### src/rtl/core/t3ls_pkg.sv
// Package for the transposed 3x3 linear solver: widths, the shared job type and constants.
// No dependencies.
`default_nettype none
package t3ls_pkg;
    localparam int DATA_W = 32;
    localparam int PROD_W = 97;
    localparam int DEFAULT_FRAC_BITS = 16;

    // Work handed from the front stage to the divide back end.
    typedef struct packed {
        logic signed [PROD_W-1:0] det;
        logic signed [PROD_W-1:0] num0;
        logic signed [PROD_W-1:0] num1;
        logic signed [PROD_W-1:0] num2;
    } t3ls_job_t;
endpackage
`default_nettype wire

### src/rtl/core/t3ls_queue.sv
// Two-entry queue between front and back ends.
// Depends on t3ls_pkg.
`default_nettype none
module t3ls_queue
    import t3ls_pkg::*;
(
    input  wire        clk,
    input  wire        rst_n,
    input  wire        wr_valid,
    output logic       wr_ready,
    input  t3ls_job_t  wr_data,
    output logic       rd_valid,
    input  wire        rd_ready,
    output t3ls_job_t  rd_data
);
    t3ls_job_t  mem_reg [2];
    logic       wp_reg, rp_reg;
    logic [1:0] cnt_reg;
    logic       wr, rd;

    assign wr_ready = cnt_reg != 2'd2;
    assign rd_valid = cnt_reg != 2'd0;
    assign wr = wr_valid && wr_ready;
    assign rd = rd_valid && rd_ready;
    assign rd_data = mem_reg[rp_reg];

    // Storage writes.
    always_ff @(posedge clk)
    begin
        if (wr)
            mem_reg[wp_reg] <= wr_data;
    end

    // Pointers and fill count.
    always_ff @(posedge clk or negedge rst_n)
    begin
        if (!rst_n)
        begin
            wp_reg  <= 1'b0;
            rp_reg  <= 1'b0;
            cnt_reg <= 2'd0;
        end
        else
        begin
            if (wr) wp_reg <= !wp_reg;
            if (rd) rp_reg <= !rp_reg;
            cnt_reg <= cnt_reg + 2'(wr) - 2'(rd);
        end
    end
endmodule
`default_nettype wire

### config.mk
export PLATFORM = sky130hd
export DESIGN_NAME = t3ls_queue
export DESIGN_NICKNAME = d
export VERILOG_FILES = /design/src/rtl/core/t3ls_pkg.sv /design/src/rtl/core/t3ls_queue.sv
export SDC_FILE = /design/constraint.sdc
export NUM_CORES = 1
export LEC_CHECK = 0
export BUFFER_PORTS_ARGS = -buffer_cell sky130_fd_sc_hd__buf_4
export CAP_MARGIN = 20
export CELL_PAD_IN_SITES_DETAIL_PLACEMENT = 0
export CELL_PAD_IN_SITES_GLOBAL_PLACEMENT = 1
export CORE_AREA = 2 2 302 304
export CTS_CLUSTER_SIZE = 12
export DETAILED_ROUTE_END_ITERATION = 12
export DIE_AREA = 0 0 304 306
export PLACE_DENSITY = 0.65
export SYNTH_ARGS = -nofsm -noshare
export SYNTH_HDL_FRONTEND = slang
export SYNTH_SLANG_ARGS = --single-unit
export TNS_END_PERCENT = 30
### constraint.sdc
create_clock -name clk -period 18.7 [get_ports clk]
set_clock_uncertainty 0.15 [all_clocks]
set_input_delay 5.61 -clock clk [delete_from_list [all_inputs] [get_ports clk]]
set_output_delay 5.61 -clock clk [all_outputs]
set_load 0.005 [all_outputs]
==> results.cfg <==
[synthesis]
yosysMostFrequentCell = edfxtp_1
synth_nets = 1622
synth-seq-area-share = 0.794
synth_top_flop_cell = edfxtp_1
avgSynthCellArea_um2 = 24.0
ys_types = 21
synth_area_leaders = edfxtp_1 (79%), mux2_4 (15%), mux2_2 (3.4%)
synth_common_cells = edfxtp_1 (776), mux2_4 (300), mux2_2 (88), buf_6 (24), buf_8 (10)
synth_top_area_cell = edfxtp_1
yosysWarnings = 0
syn_area_um2 = 29500
synth_edf_count = 776
yosysTopAreaCellShare = 0.790
synth_cells = 1229
ys_ff_latch = 780
synthArstFlopShare = 0.00513

[outcome]
status = complete, no violations

[clock_network]
cts_tree = done
root_buffer = clkbuf_16
cts_hold_buf = 0
clk_latency_ns = 0.62
clockBufferDepth = 3
cts_setup_buffers = 0
ctsResizeCount = 0
clkSlewWorstSetupHoldPaths_ns = 0.05
cts-htree-levels = 3
cts.sinks = 780
cts_buffers = 85

[drt]
dr.pass1.iters = 4
antenna_left = 0
via_count = 14477
routed_wl_um = 70900
vias_per_cell = 4.38
remaining_drc_errors = 0
drt-initial-drc-count = 704
post_drt_wl_per_cell_um = 21.4

[flow_run]
maxCapViolations = 0

[power]
clkPwrFrac = 0.252
ir_drop_v = 0.000114
p_comb_frac = 0.330
power_frac_seq = 0.418
switchingPower_uw = 1660
p_int_uw = 4360
total_power_uw = 6020
p_per_area_nw_per_um2 = 154
switching_share = 0.276
p_leak_uw = 0.0152

[layout]
final_cells = 3308
final_util = 0.436
area_growth_pct = 32.4
drive_gt1_frac = 0.609
largest_reg_flops = 776
nFillCells = 7897
multiInputGateArea_um2 = 5630
final_nets = 2460
register_area_um2 = 23400

[worst_setup_path]
worstPathCellList = buf_12, buf_4, mux2_4, buf_4
cp.arrival_ns = 4.00
cpMostUsedCell = buf_4
criticalPathCategory = reg -> out
max_stage_delay_ns = 1.10
cp_max_fo = 115
critPathBufInv = 3
cp_data_required_time_ns = 12.94
cp_slowest_cell = dfrtp_4
crit_path_start_kind = register
crit_family = buffers and inverters
worst_setup_path_end_kind = output port

[sta]
maxSlewHeadroom = 0.247
setup_tns_ns = 0
fin_crit_sh = 0.522
setup_viol = 0
hold_violations = 0
worst_pin_slew_ns = 1.13
min_period_ns = 9.76
fmax_mhz = 102
maxSlewViolCount = 0
setup_ws_ns = 8.94
rsz0062_at_grt = false

[global_route]
overflow = 0
grt_pass1_wl_um = 102000
antenna_found_initial = 5
grt_pass1_vias = 15644
grt_max_degree = 161
groute.usage.overall = 0.147

[place]
dpl.hpwl_um = 49700
place_inst = 3156
io_buffers = 781
pre_cts_ws_ns = 9.58
gp_congestion = 0.789

[floorplanning]
die_area_um2 = 93000
initial_core_util = 0.329
pin_count = 782
die_w_um = 304
rows = 110
die_h_um = 306
core_um2 = 89600

[min_path]
hold_path_class = reg -> reg
==> final cells by class <==
| type | instances | share of cell area |
|---|---|---|
| sequential | 780 | 0.600 |
| timing repair buffer | 794 | 0.154 |
| multi-input combinational | 406 | 0.144 |
| clock buffer | 101 | 0.0566 |
| tap | 1176 | 0.0377 |
| clock inverter | 47 | 0.00798 |
| antenna | 4 | 0.000256 |
==> worst reg2reg max path: stages, from the launching register on <==
cell      delay, ns
dfrtp_1        0.42
nand2b_1       0.19
and3_4         0.78
buf_4          0.96
buf_4          0.95
==> logic make-up (layout without fill, tap and decap cells) <==
family          Yosys count  after routing  synth area share
buf+inv                  43            942            0.0159
compound gates            3              3          0.000806
other cells               0              4                 0
mux                     388            388             0.186
simple gates             11             11           0.00199
fa+ha+maj                 1              1          0.000424
flops                   780            780             0.794
xor+xnor                  3              3          0.000891
==> power groups by stage <==
stage	logic [uW]	clock network, uW	registers [uW]
global route	2120	1630	2550
detailed placement	2020	0	2560
finish	1990	1520	2520
CTS	2030	1570	2520
floorplan	1140	0	2670
global placement	2010	0	2540
==> cells in the final DEF (no fill, tap or decap) <==
cell and n:
dfrtp_1 3, buf_4 791, nor2_1 2, o21ai_0 1, and3_4 1, xnor2_1 3
clkinv_1 24, diode_2 4, mux2_2 88, buf_12 3, bufinv_16 1, nand3_1 1
mux2_4 300, inv_6 2, nor4bb_1 1, clkinv_4 1, nor2b_1 1, a311oi_1 1
clkinv_2 15, clkbuf_16 86, inv_16 3, edfxtp_1 776, nand2b_1 1, ha_1 1
dfrtp_4 1, nand2_1 2, clkinv_16 1, or2_2 1, o21ba_2 1, clkbuf_1 15
nor2_4 1
==> worst paths after layout <==
path | to | startpoint | cells past startpoint | slack [ns]
worst max-delay path | rd_data[261] | rp_reg | 4 | 8.94
worst min-delay path | wp_reg | wp_reg | 1 | 0.40
worst max register to register | mem_reg[1][119] | cnt_reg[0] | 4 | 14.76
worst min register to register | wp_reg | wp_reg | 1 | 0.40
max in group asynchronous | rp_reg | rst_n | 1 | 13.66
min in group asynchronous | rp_reg | rst_n | 1 | 4.62
==> stage by stage <==
step | cell area (um^2) | hold slack (ns)
final | 39000 | 0.402
after global routing | 39000 | 0.432
after CTS | 39000 | 0.407
after detailed placement | 36500 | 0.397
after global placement | 36500 | 0.400
after floorplan | 29500 | 0.329
==> layer usage <==
metal / share of wire / wire (um) / vias up / track usage
li1: - / - / 6598 / -
met1: 0.36 / 25500 / 7170 / 0.156
met2: 0.51 / 36000 / 600 / 0.256
met3: 0.10 / 7380 / 107 / 0.0659
met4: 0.029 / 2060 / 2 / 0.0577
met5: 0.00011 / 8 / - / 0
Note: power is estimated with default switching activity, not from simulation.
